`src/rtl/core/sis_pkg.sv`:
```
// Package for the stable insertion sorter: payload, command and status types.
// No dependencies; imported by the controller, datapath and top level.
`default_nettype none

package sis_pkg;

  localparam int WEIGHT_BITS = 32;
  localparam int TAG_BITS    = 16;

  typedef struct packed {
    logic [WEIGHT_BITS-1:0] item_weight;
    logic [TAG_BITS-1:0]    item_tag;
    logic                   last_item;
  } in_item_t;

  typedef struct packed {
    logic [WEIGHT_BITS-1:0] out_weight;
    logic [TAG_BITS-1:0]    out_tag;
    logic                   out_last;
    logic                   overflow;
  } out_item_t;

  typedef struct packed {
    logic [WEIGHT_BITS-1:0] weight;
    logic [TAG_BITS-1:0]    tag;
  } entry_t;

  typedef struct packed {
    logic accept;
    logic seek;
    logic place;
    logic emit;
  } sis_cmd_t;

  typedef struct packed {
    logic full;
    logic fill_zero;
    logic in_last;
    logic greater;
    logic pos_one;
    logic item_last;
    logic emit_end;
  } sis_status_t;

endpackage

`default_nettype wire

```
`src/rtl/core/sis_ram.sv`:
```
// Generic single-write, single-read RAM with registered read data.
// No dependencies; holds the sorter's entry store.
`default_nettype none

module sis_ram #(
  parameter int WIDTH = 48,
  parameter int DEPTH = 64
) (
  input  wire logic                     clk,
  input  wire logic                     we,
  input  wire logic [$clog2(DEPTH)-1:0] waddr,
  input  wire logic [WIDTH-1:0]         wdata,
  input  wire logic                     re,
  input  wire logic [$clog2(DEPTH)-1:0] raddr,
  output logic      [WIDTH-1:0]         rdata_r
);

  logic [WIDTH-1:0] mem [DEPTH];

  always_ff @(posedge clk) begin
    if (we) begin
      mem[waddr] <= wdata;
    end
    if (re) begin
      rdata_r <= mem[raddr];
    end
  end

endmodule

`default_nettype wire

```
`src/rtl/core/sis_ctrl.sv`:
```
// Sequencing controller for the stable insertion sorter.
// Depends on sis_pkg; drives commands to sis_datapath from its status.
`default_nettype none

module sis_ctrl
  import sis_pkg::*;
(
  input  wire logic        clk,
  input  wire logic        rst_n,
  input  wire logic        start,
  output logic             busy,
  input  wire sis_status_t status,
  output sis_cmd_t         cmd
);

  typedef enum logic [1:0] {
    ST_IDLE,
    ST_SEEK,
    ST_PLACE,
    ST_EMIT
  } state_t;

  state_t state_r, state_nxt;

  always_comb begin
    cmd        = '0;
    state_nxt  = state_r;
    case (state_r)
      ST_IDLE: begin
        if (start) begin
          cmd.accept = 1'b1;
          if (status.full || status.fill_zero) begin
            state_nxt = status.in_last ? ST_EMIT : ST_IDLE;
          end else begin
            state_nxt = ST_SEEK;
          end
        end
      end
      ST_SEEK: begin
        cmd.seek = 1'b1;
        if (status.greater) begin
          state_nxt = status.pos_one ? ST_PLACE : ST_SEEK;
        end else begin
          state_nxt = status.item_last ? ST_EMIT : ST_IDLE;
        end
      end
      ST_PLACE: begin
        cmd.place = 1'b1;
        state_nxt = status.item_last ? ST_EMIT : ST_IDLE;
      end
      ST_EMIT: begin
        cmd.emit = 1'b1;
        if (status.emit_end) begin
          state_nxt = ST_IDLE;
        end
      end
      default: begin
        state_nxt = ST_IDLE;
      end
    endcase
  end

  assign busy = (state_r != ST_IDLE);

  always_ff @(posedge clk) begin
    if (!rst_n) begin
      state_r <= ST_IDLE;
    end else begin
      state_r <= state_nxt;
    end
  end

endmodule

`default_nettype wire

```
`src/rtl/core/sis_datapath.sv`:
```
// Datapath of the stable insertion sorter: entry store, counters, output register.
// Depends on sis_pkg and sis_ram; commanded by sis_ctrl.
`default_nettype none

module sis_datapath
  import sis_pkg::*;
#(
  parameter int MAX_ITEMS = 64
) (
  input  wire logic        clk,
  input  wire logic        rst_n,
  input  wire in_item_t    in_item,
  input  wire sis_cmd_t    cmd,
  output sis_status_t      status,
  output logic             out_valid,
  output out_item_t        out_item
);

  localparam int AW = $clog2(MAX_ITEMS);
  localparam int CW = $clog2(MAX_ITEMS + 1);

  entry_t          item_r;
  logic            last_r;
  logic [AW-1:0]   pos_r;
  logic [CW-1:0]   fill_r;
  logic            dropped_r;
  logic [AW-1:0]   emit_idx_r;
  logic            out_valid_r;
  logic            out_last_r;
  logic            out_ovf_r;

  logic            we;
  logic [AW-1:0]   waddr;
  entry_t          wdata;
  logic            re;
  logic [AW-1:0]   raddr;
  entry_t          rdata;
  entry_t          in_entry;
  logic            store_in;
  logic            store_item;

  sis_ram #(
    .WIDTH ($bits(entry_t)),
    .DEPTH (MAX_ITEMS)
  ) u_store (
    .clk     (clk),
    .we      (we),
    .waddr   (waddr),
    .wdata   (wdata),
    .re      (re),
    .raddr   (raddr),
    .rdata_r (rdata)
  );

  assign in_entry.weight = in_item.item_weight;
  assign in_entry.tag    = in_item.item_tag;

  assign status.full      = (fill_r == CW'(MAX_ITEMS));
  assign status.fill_zero = (fill_r == '0);
  assign status.in_last   = in_item.last_item;
  assign status.greater   = (rdata.weight > item_r.weight);
  assign status.pos_one   = (pos_r == AW'(1));
  assign status.item_last = last_r;
  assign status.emit_end  = ((CW'(emit_idx_r) + CW'(1)) == fill_r);

  assign store_in   = cmd.accept && !status.full && status.fill_zero;
  assign store_item = (cmd.seek && !status.greater) || cmd.place;

  always_comb begin
    we    = 1'b0;
    waddr = pos_r;
    wdata = item_r;
    re    = 1'b0;
    raddr = emit_idx_r;
    if (store_in) begin
      we    = 1'b1;
      waddr = '0;
      wdata = in_entry;
    end else if (cmd.seek && status.greater) begin
      we    = 1'b1;
      wdata = rdata;
    end else if (store_item) begin
      we    = 1'b1;
    end
    if (cmd.accept && !status.full && !status.fill_zero) begin
      re    = 1'b1;
      raddr = AW'(fill_r - CW'(1));
    end else if (cmd.seek && status.greater && !status.pos_one) begin
      re    = 1'b1;
      raddr = pos_r - AW'(2);
    end else if (cmd.emit) begin
      re    = 1'b1;
    end
  end

  always_ff @(posedge clk) begin
    if (cmd.accept) begin
      item_r <= in_entry;
      last_r <= in_item.last_item;
      pos_r  <= AW'(fill_r);
    end else if (cmd.seek && status.greater) begin
      pos_r  <= pos_r - AW'(1);
    end
    if (cmd.emit) begin
      out_last_r <= status.emit_end;
      out_ovf_r  <= dropped_r;
    end
  end

  always_ff @(posedge clk) begin
    if (!rst_n) begin
      fill_r      <= '0;
      dropped_r   <= 1'b0;
      emit_idx_r  <= '0;
      out_valid_r <= 1'b0;
    end else begin
      out_valid_r <= cmd.emit;
      if (cmd.accept && status.full) begin
        dropped_r <= 1'b1;
      end
      if (store_in || store_item) begin
        fill_r <= fill_r + CW'(1);
      end
      if (cmd.accept) begin
        emit_idx_r <= '0;
      end else if (cmd.emit) begin
        emit_idx_r <= emit_idx_r + AW'(1);
        if (status.emit_end) begin
          fill_r    <= '0;
          dropped_r <= 1'b0;
        end
      end
    end
  end

  assign out_valid           = out_valid_r;
  assign out_item.out_weight = rdata.weight;
  assign out_item.out_tag    = rdata.tag;
  assign out_item.out_last   = out_last_r;
  assign out_item.overflow   = out_ovf_r;

endmodule

`default_nettype wire

```
`src/rtl/core/stable_insertion_sorter.sv`:
```
// Top level of the stable insertion sorter: controller plus datapath.
// Depends on sis_pkg, sis_ctrl, sis_datapath and sis_ram.
//
// An item is taken when start is high and busy is low. Insertion walks the
// sorted store downwards through one RAM read port, one entry per cycle: an
// item is done as it is taken when the store is empty or full, otherwise it
// walks past each stored entry with a greater weight, at most MAX_ITEMS - 1
// of them. The item flagged last then streams the whole set out, one result
// per cycle on out_valid. Results cannot be held off by the receiver; each
// is valid for one cycle only.
`default_nettype none

module stable_insertion_sorter
  import sis_pkg::*;
#(
  parameter int MAX_ITEMS = 64
) (
  input  wire logic     clk,
  input  wire logic     rst_n,
  input  wire logic     start,
  output logic          busy,
  input  wire in_item_t in_item,
  output logic          out_valid,
  output out_item_t     out_item
);

  sis_cmd_t    cmd;
  sis_status_t status;

  sis_ctrl u_ctrl (
    .clk    (clk),
    .rst_n  (rst_n),
    .start  (start),
    .busy   (busy),
    .status (status),
    .cmd    (cmd)
  );

  sis_datapath #(
    .MAX_ITEMS (MAX_ITEMS)
  ) u_datapath (
    .clk       (clk),
    .rst_n     (rst_n),
    .in_item   (in_item),
    .cmd       (cmd),
    .status    (status),
    .out_valid (out_valid),
    .out_item  (out_item)
  );

endmodule

`default_nettype wire
```
`config.mk`:
```
export PLATFORM = sky130hd
export DESIGN_NAME = stable_insertion_sorter
export DESIGN_NICKNAME = d
export VERILOG_FILES = /design/src/rtl/core/sis_pkg.sv /design/src/rtl/core/sis_ram.sv /design/src/rtl/core/sis_ctrl.sv /design/src/rtl/core/sis_datapath.sv /design/src/rtl/core/stable_insertion_sorter.sv
export SDC_FILE = /design/constraint.sdc
export NUM_CORES = 2
export LEC_CHECK = 0
export ABC_AREA = 1
export BUFFER_PORTS_ARGS = -buffer_cell sky130_fd_sc_hd__buf_2
export CAP_MARGIN = 30
export CORE_ASPECT_RATIO = 0.8
export CORE_MARGIN = 3
export CORE_UTILIZATION = 35
export CTS_CLUSTER_SIZE = 10
export DETAILED_ROUTE_END_ITERATION = 10
export PLACE_DENSITY_LB_ADDON = 0.2
export SYNTH_ARGS = -nofsm -noshare
export SYNTH_HDL_FRONTEND = slang
export SYNTH_HIERARCHICAL = 1
export SYNTH_SLANG_ARGS = --single-unit
export TNS_END_PERCENT = 5
```
`constraint.sdc`:
```
create_clock -name clk -period 12.78 [get_ports clk]
set_input_delay 1.917 -clock clk [delete_from_list [all_inputs] [get_ports clk]]
set_output_delay 1.917 -clock clk [all_outputs]
set_load 0.02 [all_outputs]
```
==> impl_results.md <==
* Status: finished clean
* I/O pin count at roughly 100
* Ys Warns at 6
* Post-layout power at about 0.04 W
* Synth cell count leaders: nand2_1, edfxtp_1, nand3_1
* Synth top area cells: edfxtp_1, nand3_1, nand2_1, buf_2, buf_6
* Met2 Resource Use GR at 0.324
* GR Overflow Total at 0
* Area growth, synth to finish at 12.5%
* Worst-Margin Slew at roughly 1.1 ns
* Initial antenna violation count at 26
* Synth cell types at 40
* Global route hottest layer: met2
* Mapped Cells at 10900
* RR Startpoint: u_datapath/u_store/rdata_r[39]
* Setup TNS Final at 0 ns
* Peak VDD IR at approximately 220 uV
* CTS tree: done
* Worst EP required at ~14 ns
* Ys async rst share at 0
* Critical Path Source Type: flip-flop
* Die H at around 550 um
* Vias per std cell at between 5 and 6
* Site Rows at 199
* TritonRoute pass-1 iters at 6
* Root Driver: clkbuf_16
* Setup violators final at 0
* Final ANT Viol Nets at 0
* Synth Net Count at 10900
* Met3 Usage GRT at 0.0728
* Hold Startpoint: u_datapath/dropped_r
* Number of port buffers at 103
* Post-CTS sizing at 0
* Crit path kind: flip-flop to flip-flop
* Total clock sinks at approximately 3200
* Worst-skew pair later-pin latency at between 0.9 and 1 ns
* Avg Inst Size Synth at between 10 and 15 um^2
* P_leak at just over 50 nW
* Worst rel slew slack at 0.259
* Post-synth top area share at 0.733
* Starting Density at 0.353
* Seq cells post-synth at 3194
* Drt total wl at approximately 430000 um
* Post-CTS Setup Inserts at 0
* Fraction of layout cells with a size suffix above 1 at 0.0825
* RSZ-0062 raised after global routing: no
* Largest net degree at the start of global routing at 190
* Die span in x at slightly below 700 um
* Routability Congestion at around 0.8
* Crit-path max FO at 98
* H-tree depth at 5
* Reg2Reg Setup Slack at about 5.6 ns
* # nets final at about 11000
* Die footprint at between 300000 and 400000 um^2
* DRC errors left at 0
* HP Class: flip-flop to flip-flop
* Hold path endpoint: u_datapath/out_ovf_r
* Routed vias at about 86000
* Final min period at between 7 and 8 ns
* Number of synthesized flops with an enable pin at 3177
* GR Util All Layers at 0.221
* Final hold viol count at 0
* Worst Hold Path Cells at 0
* Post-Route Skew at 0.0485 ns
* Maximum clock path buffer count at 4
* Setup crit end kind: flip-flop
* CTS Hold Bufs at 0
* Cell with the most instances after synthesis: nand2_1
* Fin crit share at 0.562
* Drt first-iter violations at approximately 11000
* Max Fclk at 139 MHz
* Met1 Usage GRT at 0.317
* Wire per inst at 27.1 um
* FF-to-FF End: u_datapath/u_store/rdata_r[46]
* Post-Syn Area at around 130000 um^2
* Post-DP HPWL at between 200000 and 250000 um
* Worst-case reg-to-reg path depth at 19
* Post-synth top area cell: edfxtp_1
* Pwr dens at approximately 270 nW/um^2
* Worst-path clk slew at around 0.06 ns
* Crit path DAT at 7.94 ns
* Top FF cell, synth: edfxtp_1
* First-pass GRT wire length at around 610000 um
* Seq/Total Area, Yosys at 0.735
* CTS Buf Count at about 360
* MaxCap Viol Count at 0
* Final Max Slew Viols at 0
* Vias in the first global route at between 80000 and 90000
* CORE AREA at 369000 um^2
layout by cell type (no fill, tap or decap), drive strengths merged, types with 2 or more instances in the layout:
cell,n
or2,3
inv,129
o21a,2
edfxtp,3177
buf,355
ha,40
clkinv,14
o21ai,68
clkbuf,407
dfxtp,17
nor2,145
nand4,21
nor4,9
diode,13
o211ai,2
a21oi,29
xnor2,3
a31oi,2
nand2,3610
xor2,14
nand3,2886
and2,2
nor3,5
cell type report:
cell class / instances / area (um^2)
fill: 34600 / 222000
tap: 4924 / 6160
inverter: 114 / 477
multi-input combinational: 6843 / 31100
antenna: 13 / 32.5
clock inverter: 31 / 362
clock buffer: 407 / 9440
sequential: 3194 / 95700
timing repair buffer: 355 / 3120
through the flow:
step / cells / worst slack (ns) / hold slack (ns) / instance area (um^2) / utilization
finish: 15900 / 5.60 / 0.474 / 146000 / 0.397
global route: 15900 / 5.01 / 0.482 / 146000 / 0.397
CTS: 15900 / 5.30 / 0.477 / 146000 / 0.396
detailed placement: 15400 / 4.84 / 0.457 / 136000 / 0.370
global placement: 15400 / 4.88 / 0.466 / 136000 / 0.368
floorplan: 10900 / 2.12 / 0.409 / 130000 / -
per-layer routing:
layer	routed length [um]	part of all wire
met1	188000	0.44
met2	182000	0.42
met3	51100	0.12
met4	10200	0.024
met5	22	0.000051
power by group:
| group | switching (W) | internal (W) | total, W |
|---|---|---|---|
| sequential | 0.000466 | 0.0142 | 0.0147 |
| combinational | 0.0126 | 0.00362 | 0.0163 |
| clock | 0.00399 | 0.00518 | 0.00917 |
| total | 0.0171 | 0.0230 | 0.0401 |
how the worst max path moves through the flow:
stage / startpoint / slack (ns) / endpoint / cells past startpoint
2_1_floorplan: start / 2.12 / u_datapath/u_store/mem[48][0] / 9
3_3_place_gp: start / 4.88 / u_datapath/u_store/rdata_r[46] / 19
3_5_place_dp: start / 4.84 / u_datapath/u_store/rdata_r[46] / 19
4_1_cts: u_datapath/u_store/rdata_r[47] / 5.30 / u_datapath/u_store/rdata_r[46] / 20
5_1_grt: u_datapath/u_store/rdata_r[39] / 5.01 / u_datapath/u_store/rdata_r[46] / 22
6_report: u_datapath/u_store/rdata_r[39] / 5.60 / u_datapath/u_store/rdata_r[46] / 19
flip-flops by register name (all words and copies together), names as in the netlist, 2 cells and up:
register / count
u_datapath/item_r: 48
u_datapath/u_store/rdata_r: 48
u_datapath/u_store/mem: 3072
u_datapath/pos_r: 6
u_datapath/fill_r: 7
u_datapath/emit_idx_r: 6
u_ctrl/state_r: 2
critical path, stage by stage (launching register included):
cell	delay (ns)
edfxtp_1	0.95
ha_1	0.39
a21oi_1	0.16
o21a_1	0.15
nand2_1	0.06
a21oi_1	0.24
nand2_2	0.18
nand4_1	0.34
nand2_1	0.11
nand3_1	0.15
nand2_4	0.30
inv_8	0.78
buf_4	0.72
buf_4	0.71
nand3_1	0.19
nand3_1	0.16
nand3_1	0.71
nand2_1	0.28
nand2_1	0.08
nand2_1	0.14
cell families (layout without fill, tap and decap cells):
logic type      count (synthesis)  in the layout  synth area share
compound gates                104            104           0.00415
xor+xnor                       17             17           0.00114
fa+ha+maj                      40             40           0.00384
buf+inv                       818            907            0.0338
flops                        3194           3194             0.735
other cells                     0             13                 0
simple gates                 6682           6682             0.222
Power figures use the tool's default switching activity.
